## src/hw/rtl/sos_pkg.sv

```systemverilog
// shared types, constants and coefficient selection for the saw oscillator smoother
package sos_pkg;

    localparam int RING_DEPTH = 8;
    localparam int RING_IDX_W = 3;
    localparam int NUM_COEFS  = 8;
    localparam int COEF_IDX_W = 3;
    localparam int PHASE_W    = 19;
    localparam int TAP_W      = 18;
    localparam int COEF_W     = 16;
    localparam int PROD_W     = 34;
    localparam int ACC_W      = 37;
    localparam int ACC_LO_W   = 18;
    localparam int ACC_HI_W   = 19;
    localparam int PLO_W      = 33;
    localparam int PHI_W      = 35;
    localparam int SCALED_W   = 53;
    localparam int QUOT_W     = 22;
    localparam int SAMPLE_W   = 16;
    localparam int STEP_W     = 16;
    localparam int AMP_W      = 15;
    localparam int DATA_W     = 64;
    localparam int ADDR_W     = 5;
    localparam int REG_IDX_W  = 2;

    localparam logic signed [PHASE_W-1:0] PHASE_ONE = 19'sd65536;
    localparam logic signed [PHASE_W-1:0] PHASE_TWO = 19'sd131072;
    localparam logic signed [QUOT_W-1:0]  SAT_MAX   = 22'sd32767;
    localparam logic signed [QUOT_W-1:0]  SAT_MIN   = -22'sd32768;

    localparam logic [STEP_W-1:0] PHASE_STEP_RST = 16'd983;
    localparam logic [AMP_W-1:0]  AMPLITUDE_RST  = 15'd500;
    localparam logic [DATA_W-1:0] TAPS_LOW_RST   = 64'd2951364347294941512;
    localparam logic [DATA_W-1:0] TAPS_HIGH_RST  = 64'd92335011425298358;

    localparam logic [REG_IDX_W-1:0] REG_PHASE_STEP = 2'd0;
    localparam logic [REG_IDX_W-1:0] REG_AMPLITUDE  = 2'd1;
    localparam logic [REG_IDX_W-1:0] REG_TAPS_LOW   = 2'd2;
    localparam logic [REG_IDX_W-1:0] REG_TAPS_HIGH  = 2'd3;

    typedef struct packed {
        logic [STEP_W-1:0] phase_step;
        logic [AMP_W-1:0]  amplitude;
        logic [DATA_W-1:0] taps_low;
        logic [DATA_W-1:0] taps_high;
    } sos_cfg_t;

    typedef enum logic [2:0] {
        ENG_IDLE,
        ENG_PHASE,
        ENG_MAC,
        ENG_SCALE_LO,
        ENG_SCALE_HI,
        ENG_FINISH
    } eng_state_t;

    function automatic logic signed [COEF_W-1:0] coef_at(
        input logic [DATA_W-1:0]     taps_low,
        input logic [DATA_W-1:0]     taps_high,
        input logic [COEF_IDX_W-1:0] idx
    );
        logic [DATA_W-1:0] word;
        word = idx[2] ? taps_high : taps_low;
        case (idx[1:0])
            2'd0:    coef_at = signed'(word[15:0]);
            2'd1:    coef_at = signed'(word[31:16]);
            2'd2:    coef_at = signed'(word[47:32]);
            default: coef_at = signed'(word[63:48]);
        endcase
    endfunction

endpackage

```

## src/hw/rtl/sos_ram.sv

```systemverilog
// generic single write port ram with registered read
module sos_ram #(
    parameter int WIDTH = 18,
    parameter int DEPTH = 8
) (
    input  logic                     aclk,
    input  logic                     we,
    input  logic [$clog2(DEPTH)-1:0] waddr,
    input  logic [WIDTH-1:0]         wdata,
    input  logic [$clog2(DEPTH)-1:0] raddr,
    output logic [WIDTH-1:0]         rdata
);

    logic [WIDTH-1:0] mem_reg [DEPTH];
    logic [WIDTH-1:0] rdata_reg;

    always_ff @(posedge aclk) begin
        if (we) begin
            mem_reg[waddr] <= wdata;
        end
        rdata_reg <= mem_reg[raddr];
    end

    assign rdata = rdata_reg;

endmodule

```

## src/hw/rtl/sos_regs.sv

```systemverilog
// apb configuration registers
module sos_regs
    import sos_pkg::*;
(
    input  logic              aclk,
    input  logic              aresetn,
    input  logic              psel,
    input  logic              penable,
    input  logic              pwrite,
    input  logic [ADDR_W-1:0] paddr,
    input  logic [DATA_W-1:0] pwdata,
    output logic [DATA_W-1:0] prdata,
    output logic              pready,
    output sos_cfg_t          cfg
);

    sos_cfg_t              cfg_reg;
    sos_cfg_t              cfg_next;
    logic [REG_IDX_W-1:0]  reg_idx;
    logic                  wr_en;

    assign reg_idx = paddr[ADDR_W-1:ADDR_W-REG_IDX_W];
    assign wr_en   = psel && penable && pwrite;
    assign pready  = 1'b1;
    assign cfg     = cfg_reg;

    always_comb begin
        cfg_next = cfg_reg;
        if (wr_en) begin
            case (reg_idx)
                REG_PHASE_STEP: cfg_next.phase_step = pwdata[STEP_W-1:0];
                REG_AMPLITUDE:  cfg_next.amplitude  = pwdata[AMP_W-1:0];
                REG_TAPS_LOW:   cfg_next.taps_low   = pwdata;
                REG_TAPS_HIGH:  cfg_next.taps_high  = pwdata;
                default:        cfg_next = cfg_reg;
            endcase
        end
    end

    always_comb begin
        case (reg_idx)
            REG_PHASE_STEP: prdata = DATA_W'(cfg_reg.phase_step);
            REG_AMPLITUDE:  prdata = DATA_W'(cfg_reg.amplitude);
            REG_TAPS_LOW:   prdata = cfg_reg.taps_low;
            REG_TAPS_HIGH:  prdata = cfg_reg.taps_high;
            default:        prdata = '0;
        endcase
    end

    always_ff @(posedge aclk) begin
        if (!aresetn) begin
            cfg_reg.phase_step <= PHASE_STEP_RST;
            cfg_reg.amplitude  <= AMPLITUDE_RST;
            cfg_reg.taps_low   <= TAPS_LOW_RST;
            cfg_reg.taps_high  <= TAPS_HIGH_RST;
        end else begin
            cfg_reg <= cfg_next;
        end
    end

endmodule

```

## src/hw/rtl/sos_engine.sv

```systemverilog
// phase update, tap ring and shared multiply-accumulate sequencer
module sos_engine
    import sos_pkg::*;
#(
    parameter int NUM_TAPS = 8
) (
    input  logic                       aclk,
    input  logic                       aresetn,
    input  sos_cfg_t                   cfg,
    input  logic                       start,
    output logic                       busy,
    output logic signed [SAMPLE_W-1:0] held_sample
);

    localparam int CNT_W = $clog2(NUM_TAPS + 1);

    eng_state_t                   state_reg, state_next;
    logic signed [PHASE_W-1:0]    phase_reg, phase_next;
    logic [RING_IDX_W-1:0]        slot_reg, slot_next;
    logic signed [SAMPLE_W-1:0]   held_reg, held_next;
    logic [RING_DEPTH-1:0]        live_reg, live_next;
    logic [CNT_W-1:0]             iss_reg, iss_next;
    logic                         rd_pend_reg, rd_pend_next;
    logic                         mul_pend_reg, mul_pend_next;
    logic [COEF_IDX_W-1:0]        rd_tap_reg, rd_tap_next;
    logic                         rd_live_reg, rd_live_next;
    logic signed [PROD_W-1:0]     prod_reg, prod_next;
    logic signed [ACC_W-1:0]      acc_reg, acc_next;
    logic [PLO_W-1:0]             plo_reg, plo_next;
    logic signed [PHI_W-1:0]      phi_reg, phi_next;

    logic                         ram_we;
    logic [RING_IDX_W-1:0]        ram_raddr;
    logic [TAP_W-1:0]             ram_rdata;
    logic signed [PHASE_W-1:0]    phase_sum;
    logic signed [PHASE_W-1:0]    phase_wrap;
    logic signed [TAP_W-1:0]      tap_val;
    logic signed [COEF_W-1:0]     coef;
    logic [COEF_IDX_W-1:0]        iss_tap;
    logic signed [ACC_HI_W-1:0]   acc_hi;
    logic signed [AMP_W:0]        amp_s;
    logic signed [SCALED_W-1:0]   scaled;
    logic signed [QUOT_W-1:0]     quot;
    logic signed [QUOT_W-1:0]     quot_adj;

    sos_ram #(
        .WIDTH (TAP_W),
        .DEPTH (RING_DEPTH)
    ) u_ring (
        .aclk  (aclk),
        .we    (ram_we),
        .waddr (slot_reg),
        .wdata (phase_wrap[TAP_W-1:0]),
        .raddr (ram_raddr),
        .rdata (ram_rdata)
    );

    assign busy        = (state_reg != ENG_IDLE);
    assign held_sample = held_reg;

    assign phase_sum  = phase_reg + signed'(PHASE_W'(cfg.phase_step));
    assign phase_wrap = (phase_sum > PHASE_ONE) ? (phase_sum - PHASE_TWO) : phase_sum;
    assign iss_tap    = COEF_IDX_W'(iss_reg);
    assign ram_raddr  = slot_reg - RING_IDX_W'(iss_tap);
    assign tap_val    = rd_live_reg ? signed'(ram_rdata) : '0;
    assign coef       = coef_at(cfg.taps_low, cfg.taps_high, rd_tap_reg);
    assign acc_hi     = acc_reg[ACC_W-1:ACC_LO_W];
    assign amp_s      = signed'({1'b0, cfg.amplitude});
    assign scaled     = (SCALED_W'(phi_reg) <<< ACC_LO_W) + signed'(SCALED_W'(plo_reg));
    assign quot       = scaled[SCALED_W-1:SCALED_W-QUOT_W];
    assign quot_adj   = quot + QUOT_W'(scaled[SCALED_W-1] && (|scaled[30:0]));

    always_ff @(posedge aclk) begin
        if (!aresetn) begin
            state_reg <= ENG_IDLE;
        end else begin
            state_reg <= state_next;
        end
    end

    always_comb begin
        state_next    = state_reg;
        phase_next    = phase_reg;
        slot_next     = slot_reg;
        held_next     = held_reg;
        live_next     = live_reg;
        iss_next      = iss_reg;
        rd_pend_next  = 1'b0;
        mul_pend_next = 1'b0;
        rd_tap_next   = rd_tap_reg;
        rd_live_next  = rd_live_reg;
        prod_next     = prod_reg;
        acc_next      = acc_reg;
        plo_next      = plo_reg;
        phi_next      = phi_reg;
        ram_we        = 1'b0;
        case (state_reg)
            ENG_IDLE: begin
                if (start) begin
                    state_next = ENG_PHASE;
                end
            end
            ENG_PHASE: begin
                phase_next          = phase_wrap;
                ram_we              = 1'b1;
                live_next[slot_reg] = 1'b1;
                iss_next            = '0;
                acc_next            = '0;
                state_next          = ENG_MAC;
            end
            ENG_MAC: begin
                if (iss_reg < CNT_W'(NUM_TAPS)) begin
                    rd_pend_next = 1'b1;
                    rd_tap_next  = iss_tap;
                    rd_live_next = live_reg[ram_raddr];
                    iss_next     = iss_reg + 1'b1;
                end
                if (rd_pend_reg) begin
                    prod_next     = PROD_W'(coef) * PROD_W'(tap_val);
                    mul_pend_next = 1'b1;
                end
                if (mul_pend_reg) begin
                    acc_next = acc_reg + ACC_W'(prod_reg);
                end
                if (iss_reg == CNT_W'(NUM_TAPS) && !rd_pend_reg && !mul_pend_reg) begin
                    state_next = ENG_SCALE_LO;
                end
            end
            ENG_SCALE_LO: begin
                plo_next   = PLO_W'(acc_reg[ACC_LO_W-1:0]) * PLO_W'(cfg.amplitude);
                state_next = ENG_SCALE_HI;
            end
            ENG_SCALE_HI: begin
                phi_next   = PHI_W'(acc_hi) * PHI_W'(amp_s);
                state_next = ENG_FINISH;
            end
            ENG_FINISH: begin
                if (quot_adj > SAT_MAX) begin
                    held_next = SAT_MAX[SAMPLE_W-1:0];
                end else if (quot_adj < SAT_MIN) begin
                    held_next = SAT_MIN[SAMPLE_W-1:0];
                end else begin
                    held_next = quot_adj[SAMPLE_W-1:0];
                end
                slot_next  = slot_reg + 1'b1;
                state_next = ENG_IDLE;
            end
            default: begin
                state_next = ENG_IDLE;
            end
        endcase
    end

    always_ff @(posedge aclk) begin
        if (!aresetn) begin
            phase_reg    <= '0;
            slot_reg     <= '0;
            held_reg     <= '0;
            live_reg     <= '0;
            iss_reg      <= '0;
            rd_pend_reg  <= 1'b0;
            mul_pend_reg <= 1'b0;
        end else begin
            phase_reg    <= phase_next;
            slot_reg     <= slot_next;
            held_reg     <= held_next;
            live_reg     <= live_next;
            iss_reg      <= iss_next;
            rd_pend_reg  <= rd_pend_next;
            mul_pend_reg <= mul_pend_next;
        end
    end

    always_ff @(posedge aclk) begin
        rd_tap_reg  <= rd_tap_next;
        rd_live_reg <= rd_live_next;
        prod_reg    <= prod_next;
        acc_reg     <= acc_next;
        plo_reg     <= plo_next;
        phi_reg     <= phi_next;
    end

endmodule

```

## src/hw/rtl/saw_oscillator_fir_smoother_unit.sv

```systemverilog
// top level: slot handshake, output register and slot parity
// the sample of a ticked slot request is offered on m_valid in the cycle after acceptance
// a first-of-pair slot does not start the engine; a second-of-pair slot starts the update,
// and no further request is taken until the engine is idle again, its run set by the shared
// multiply-accumulate over the tap ring (one ram read and one product per cycle)
// reset: aresetn low clears phase, ring pointer, parity and held sample; ring entries read
// as zero through per-entry valid flags, so no clearing pass is needed
module saw_oscillator_fir_smoother_unit
    import sos_pkg::*;
#(
    parameter int NUM_TAPS = 8
) (
    input  logic                       aclk,
    input  logic                       aresetn,
    input  logic                       s_valid,
    output logic                       s_ready,
    input  logic                       s_slot_tick,
    output logic                       m_valid,
    input  logic                       m_ready,
    output logic signed [SAMPLE_W-1:0] m_sample_out,
    input  logic                       psel,
    input  logic                       penable,
    input  logic                       pwrite,
    input  logic [ADDR_W-1:0]          paddr,
    input  logic [DATA_W-1:0]          pwdata,
    output logic [DATA_W-1:0]          prdata,
    output logic                       pready
);

    sos_cfg_t                   cfg;
    logic                       eng_busy;
    logic                       eng_start;
    logic signed [SAMPLE_W-1:0] held_sample;
    logic                       s_accept;
    logic                       tick_accept;
    logic                       m_valid_reg, m_valid_next;
    logic signed [SAMPLE_W-1:0] m_sample_reg, m_sample_next;
    logic                       parity_reg, parity_next;

    sos_regs u_regs (
        .aclk    (aclk),
        .aresetn (aresetn),
        .psel    (psel),
        .penable (penable),
        .pwrite  (pwrite),
        .paddr   (paddr),
        .pwdata  (pwdata),
        .prdata  (prdata),
        .pready  (pready),
        .cfg     (cfg)
    );

    sos_engine #(
        .NUM_TAPS (NUM_TAPS)
    ) u_engine (
        .aclk        (aclk),
        .aresetn     (aresetn),
        .cfg         (cfg),
        .start       (eng_start),
        .busy        (eng_busy),
        .held_sample (held_sample)
    );

    assign s_ready      = !eng_busy && (!m_valid_reg || m_ready);
    assign s_accept     = s_valid && s_ready;
    assign tick_accept  = s_accept && s_slot_tick;
    assign eng_start    = tick_accept && parity_reg;
    assign m_valid      = m_valid_reg;
    assign m_sample_out = m_sample_reg;

    always_comb begin
        m_valid_next  = m_valid_reg && !m_ready;
        m_sample_next = m_sample_reg;
        parity_next   = parity_reg;
        if (tick_accept) begin
            m_valid_next  = 1'b1;
            m_sample_next = held_sample;
            parity_next   = !parity_reg;
        end
    end

    always_ff @(posedge aclk) begin
        if (!aresetn) begin
            m_valid_reg <= 1'b0;
            parity_reg  <= 1'b0;
        end else begin
            m_valid_reg <= m_valid_next;
            parity_reg  <= parity_next;
        end
    end

    always_ff @(posedge aclk) begin
        m_sample_reg <= m_sample_next;
    end

endmodule

```

## config.mk

```make
export PLATFORM = sky130hd
export DESIGN_NAME = saw_oscillator_fir_smoother_unit
export DESIGN_NICKNAME = d
export VERILOG_FILES = /design/src/hw/rtl/sos_pkg.sv /design/src/hw/rtl/sos_ram.sv /design/src/hw/rtl/sos_regs.sv /design/src/hw/rtl/sos_engine.sv /design/src/hw/rtl/saw_oscillator_fir_smoother_unit.sv
export SDC_FILE = /design/constraint.sdc
export NUM_CORES = 2
export LEC_CHECK = 0
export ABC_AREA = 1
export BUFFER_PORTS_ARGS = -buffer_cell sky130_fd_sc_hd__buf_4
export CORE_ASPECT_RATIO = 0.9
export CORE_MARGIN = 2
export CORE_UTILIZATION = 40
export CTS_BUF_LIST = sky130_fd_sc_hd__clkbuf_16
export DETAILED_ROUTE_END_ITERATION = 7
export GPL_TIMING_DRIVEN = 0
export PLACE_DENSITY = 0.62
export SLEW_MARGIN = 20
export SYNTH_ARGS = -nofsm -noshare
export SYNTH_HDL_FRONTEND = slang
export SYNTH_SLANG_ARGS = --single-unit
```

## constraint.sdc

```tcl
create_clock -name aclk -period 7.96 [get_ports aclk]
set_input_delay 1.592 -clock aclk [delete_from_list [all_inputs] [get_ports aclk]]
set_output_delay 1.592 -clock aclk [all_outputs]
set_load 0.02 [all_outputs]
```

Word-level counts from Yosys, hierarchy flattened
Memory sizes are Yosys's and may differ from the RTL's. A register that Yosys moved wholly into a read port is not among the register bits.
Index checks and enable logic that the tools add are counted.
- memories kept: 1
- register bits after elaboration: 375
- bits of input ports: 77
- memory bits (writable): 144
- output and inout port bits: 83
- word-level logic and storage cells: 114
- equality and inequality tests: 15
- $lt $le $gt $ge: 7
- bitwise gates (word level): 1
- reductions and logical operators: 34
- add/subtract/negate cells: 8
- multipliers: 3
- muxes and demuxes: 24
- memories (memory ; words ; bits a word ; read ports ; clocked after Yosys merged registers in ; wr ports ; line ; text):
    u_engine.u_ring.mem_reg ; 8 ; 18 ; 1 ; 1 ; 1 ; sos_ram.sv:14 ; logic [WIDTH-1:0] mem_reg [DEPTH];
- operator list (operator ; number):
    $pmux 64 s4 ; 1
    $pmux 37 s2 ; 1
    $mux 64 ; 1
    $add 53x34->53 ; 1
    $pmux 16 s3 ; 1
    $add 37x34->37 ; 1
    $mux 37 ; 1
    $mul 19x16->35 ; 1
    $mul 16x18->34 ; 1
    $mul 18x15->33 ; 1
    $mux 16 ; 2
    $reduce_or 31->1 ; 1
    $add 22x1->22 ; 1
    $gt 22x16->1 const B ; 1
    $lt 22x16->1 const B ; 1
    $reduce_and 2->1 ; 10
    $add 19x17->19 ; 1
    $gt 19x18->1 const B ; 1
    $mux 19 ; 1
    $sub 19x19->19 const B ; 1
    $mux 18 ; 1
    $pmux 3 s5 ; 1
    $logic_and 1x1->1 ; 11
    $lt 3x4->1 const B ; 2
    other kinds (26) ; 47

Depth between registers and ports, before layout
- depth after elaboration: 8
- gate-level depth with buffers: 32
- mapped depth without buffers: 30

Modules after synthesis
Synthesis repeated with hierarchy kept, for this count alone.
- cells, all modules: 7087
- area total of the unflattened synthesis: 57370.0 µm²
- by module, submodules not included (module ; cells each ; area an instance (µm²) ; times used ; seq. area each (µm²)):
    sos_engine ; 5384 ; 43080.1 ; 1 ; 5395.2
    sos_regs ; 1009 ; 6949.2 ; 1 ; 3183.1
    sos_ram ; 657 ; 6737.7 ; 1 ; 4684.5
    saw_oscillator_fir_smoother_unit ; 37 ; 603.1 ; 1 ; 520.5

Worst setup path after synthesis
OpenSTA, ideal clock, no wires.
- path type: register to register
- from: register u_engine.rd_tap_reg[2]
- to: register u_engine.prod_reg[32] (data pin)
- required time: 7.698 ns
- period minus slack after synthesis: 7.068 ns
- arrival: 6.806 ns
- setup slack: 0.892 ns
- buffers on the path: 3
- library setup time: 0.262 ns
- cell stages (with the launch flop): 26
- cells stage by stage: edfxtp_1 -> clkbuf_1 -> clkbuf_1 -> clkbuf_1 -> o21ai_0 -> a21oi_1 -> clkinv_1 -> nand2_1 -> fa_1 -> fa_1 -> fa_1 -> fa_1 -> inv_1 -> fa_1 -> inv_1 -> fa_1 -> inv_1 -> ha_1 -> a21oi_1 -> a21boi_0 -> o21ai_1 -> a21oi_1 -> o21ai_1 -> a21oi_1 -> o21ai_1 -> xor2_1
- longest elaborated chain between the ends: 3
- ends and longest elaborated chain (element ; line ; text):
    start: declaration ; sos_engine.sv:25 ; logic [COEF_IDX_W-1:0] rd_tap_reg, rd_tap_next;
    start signal: assignment ; sos_engine.sv:175 ; rd_tap_reg <= rd_tap_next;
    $mux 64 ; sos_pkg.sv:63 ; word = idx[2] ? taps_high : taps_low;
    $pmux 16 s3 ; sos_pkg.sv:64 ; case (idx[1:0])
    $mul 16x18->34 ; sos_engine.sv:119 ; prod_next = PROD_W'(coef) * PROD_W'(tap_val);
    end signal: assignment ; sos_engine.sv:177 ; prod_reg <= prod_next;
    end: declaration ; sos_engine.sv:27 ; logic signed [PROD_W-1:0] prod_reg, prod_next;
Every way passes these cells.
A chain may end at the register's enable or synchronous reset.

Worst setup path after layout
- from: register u_engine.rd_tap_reg[0]
- to: register u_engine.prod_reg[32] (data pin)
- longest elaborated chain between the ends: 3
- ends and longest elaborated chain (element ; line):
    $eq 2x2->1, or another cell as far along ; sos_pkg.sv:64
    $pmux 16 s3 (*) ; sos_pkg.sv:64
    $mul 16x18->34 (*) ; sos_engine.sv:119
Every way passes the cells marked *; elsewhere a longest branch is shown, timed or not.

==> flow_metrics.py <==
metrics = {
    "finish": {
        "regArea_sq_mm": 0.0138,
        "multiInputGateArea_sq_mm": 0.0361,
        "utilization": 0.447,
        "nNetsFinal": 8162,
        "syn2layout_area_growth_pct": 11.3,
        "final.fill_count": 13800,
        "largest_reg_flops": 159,
        "drive_above_1_share": 0.0654,
    },
    "logic_synthesis": {
        "async_flop_share": 0,
        "synth_top_area_frac": 0.281,
        "yosysSeqAreaShare": 0.246,
        "synth.area.top_cells": "fa_1 (28%), edfxtp_1 (16%), inv_1 (9.7%)",
        "ys.flop_type": "edfxtp_1",
        "synth.avg_cell_area_sq_um": 8.35,
        "ys_ff_latch": 537,
        "ys_types": 56,
        "synthTopCellsByCount": "inv_1 (1450), nand2_1 (1380), fa_1 (785)",
        "syn_inst": 6704,
        "synth.most_common_cell": "inv_1",
        "syn-num-nets": 7912,
        "synth-edff-count": 303,
        "ys_warn_count": 0,
        "synth.cell_area_sq_mm": 0.0560,
        "yosys.area.top_type": "fa_1",
    },
    "placed_design": {
        "dp_slack_ns": -1.26,
        "portBuffers": 155,
        "dpl.hpwl_mm": 147,
        "place_congestion": 0.977,
    },
    "floorplan": {
        "core-area_sq_mm": 0.139,
        "placementRows": 130,
        "die_h_um": 359,
        "start_util": 0.402,
        "ios": 160,
        "dieArea_sq_mm": 0.143,
        "die_width_um": 398,
    },
    "grt": {
        "track_usage": 0.252,
        "grt_max_degree": 31,
        "grt_pass1_wl_mm": 276,
        "grt_pass1_vias": 46000,
        "gr-total-overflow": 0,
        "antenna_found_initial": 5,
    },
    "route": {
        "drcViolationCount": 0,
        "drt_pre_antenna_iters": 5,
        "routed_wl_mm": 180,
        "drt_iter0_markers": 3842,
        "postRouteAntennaNets": 0,
        "routed_via_density": 5.13,
        "wire_per_inst_um": 20.3,
        "vias": 45400,
    },
    "sta": {
        "hold_viol_final": 0,
        "fmaxAchievable_mhz": 130,
        "min_period_ns": 7.70,
        "relSlewSlack": 0.168,
        "setup_ws_ns": 0.255,
        "hold_ws_ns": 0.426,
        "finalSetupViolations": 0,
        "fin_skew_ns": 0.0611,
        "final_max_slew_viol_count": 0,
        "finalCritPeriodShare": 0.968,
        "worstMarginPinSlew_ns": 1.24,
        "setup_tns_ns": 0,
    },
    "setup_path": {
        "critPathCaptureType": "flop",
        "critPathArrivalTime_ns": 8.12,
        "critPathBufInv": 5,
        "worst_path_most_repeated_cell": "fa_1",
        "cpMaxStageDelayCell": "fa_1",
        "critical_path.top_delay_family": "adder cells",
        "timing.rr.start": "u_engine.rd_tap_reg[0]$_DFFE_PP_",
        "worst_path_largest_cell_delay_ns": 0.63,
        "crit_path_start_kind": "flop",
        "r2r-end": "u_engine.prod_reg[32]$_DFFE_PP_",
        "critPathRequiredTime_ns": 8.37,
        "rr_worst_depth": 26,
        "reg2reg_slack_ns": 0.26,
        "worstSetupPathType": "flop to flop",
        "path_max_fanout": 10,
    },
    "hold_path": {
        "hold_depth": 0,
        "hp-start": "u_engine.held_sample[0]$_SDFFE_PN0N_",
        "min_path_type": "flop to flop",
        "min_to": "m_sample_out[0]$_DFFE_PP_",
    },
    "clock_network": {
        "cts_root_buf": "clkbuf_16",
        "clockBufferDepth": 3,
        "numCtsBuffers": 58,
        "numClockSinks": 537,
        "cts_tree": "built",
        "cts_max_level": 2,
        "clock_latency_ns": 0.69,
        "clk_pin_slew_ns": 0.07,
    },
    "status": {
        "outcome": "finished clean",
    },
    "run": {
        "maxCapViolCount": 0,
    },
}
[layer usage]
layer,track usage,vias to the layer above,part of all wire
li1,-,21200,-
met2,0.393,1648,0.44
met3,0.0348,277,0.075
met4,0.0772,0,0.035
met5,0,-,0
met1,0.363,22300,0.45
[worst register-to-register path, delay by kind of cell, from the launching register on]
family	cells	cell delay, ns
adder cells (fa/ha/maj)	7	3.41
AO/OA/AOI/OAI	10	1.96
buffers and inverters	5	0.75
AND/OR/NAND/NOR	3	0.71
flip-flops	1	0.48
XOR/XNOR	1	0.16
[layout by cell type (no fill, tap or decap), drive strengths merged, types with 9 or more instances in the layout]
cell,n
o21bai,13
ha,346
o21ai,408
o211ai,53
o221ai,17
xor2,103
dfxtp,234
buf,222
xnor2,50
inv,1478
edfxtp,303
a21oi,343
nor4,14
nor3,33
nor2,551
mux2i,19
nand2,1417
bufinv,9
a31oi,28
fa,785
clkinv,30
o21a,20
clkbuf,270
nand3,149
nand4,50
[area by class of cell]
cell class,count,share of cell area
timing repair buffer,195,0.0254
clock inverter,49,0.00860
sequential,537,0.221
multi-input combinational,4454,0.579
tap,1848,0.0371
inverter,1471,0.0887
buffer,237,0.0159
antenna,4,0.000161
clock buffer,60,0.0241
[per-stage QoR]
stage	cells	instance area, sq um
6_report	8855	62300
5_1_grt	8853	62300
4_1_cts	8851	62200
3_5_place_dp	8726	59800
3_3_place_gp	8707	59500
2_1_floorplan	6704	56000
[logic make-up (layout without fill, tap and decap cells)]
family                   Yosys count  in the layout  synth area share
XOR/XNOR                         153            153            0.0239
flip-flops                       537            537             0.246
AO/OA/AOI/OAI                    919            919            0.0909
adder cells (fa/ha/maj)         1131           1131             0.358
other                              1              5         0.0000670
buffers and inverters           1713           2012             0.115
multiplexers                      19             19           0.00340
AND/OR/NAND/NOR                 2231           2231             0.162
[worst max path at each step]
stage | startpoint | endpoint | slack [ns] | cells past startpoint
global route | u_engine.rd_tap_reg[0]$_DFFE_PP_ | u_engine.prod_reg[33]$_DFFE_PP_ | -0.002 | 29
CTS | u_engine.rd_tap_reg[0]$_DFFE_PP_ | u_engine.prod_reg[28]$_DFFE_PP_ | 0.04 | 26
floorplan | u_engine.rd_tap_reg[2]$_DFFE_PP_ | u_engine.prod_reg[32]$_DFFE_PP_ | 0.89 | 25
detailed placement | u_engine.rd_tap_reg[2]$_DFFE_PP_ | u_engine.prod_reg[32]$_DFFE_PP_ | -1.26 | 27
global placement | u_engine.rd_tap_reg[2]$_DFFE_PP_ | u_engine.prod_reg[32]$_DFFE_PP_ | -1.63 | 27
finish | u_engine.rd_tap_reg[0]$_DFFE_PP_ | u_engine.prod_reg[32]$_DFFE_PP_ | 0.26 | 26
[timing repair]
item                                    4_1_cts  5_1_grt
endpoints found under the setup margin       23       16
cloned                                        0        0
setup buffers                                17        4
hold buffers                                  0        0
gates resized for setup                      58       60
Power is not shown: default switching activity piles up to over one toggle a cycle in this logic, so the estimate is an artifact.
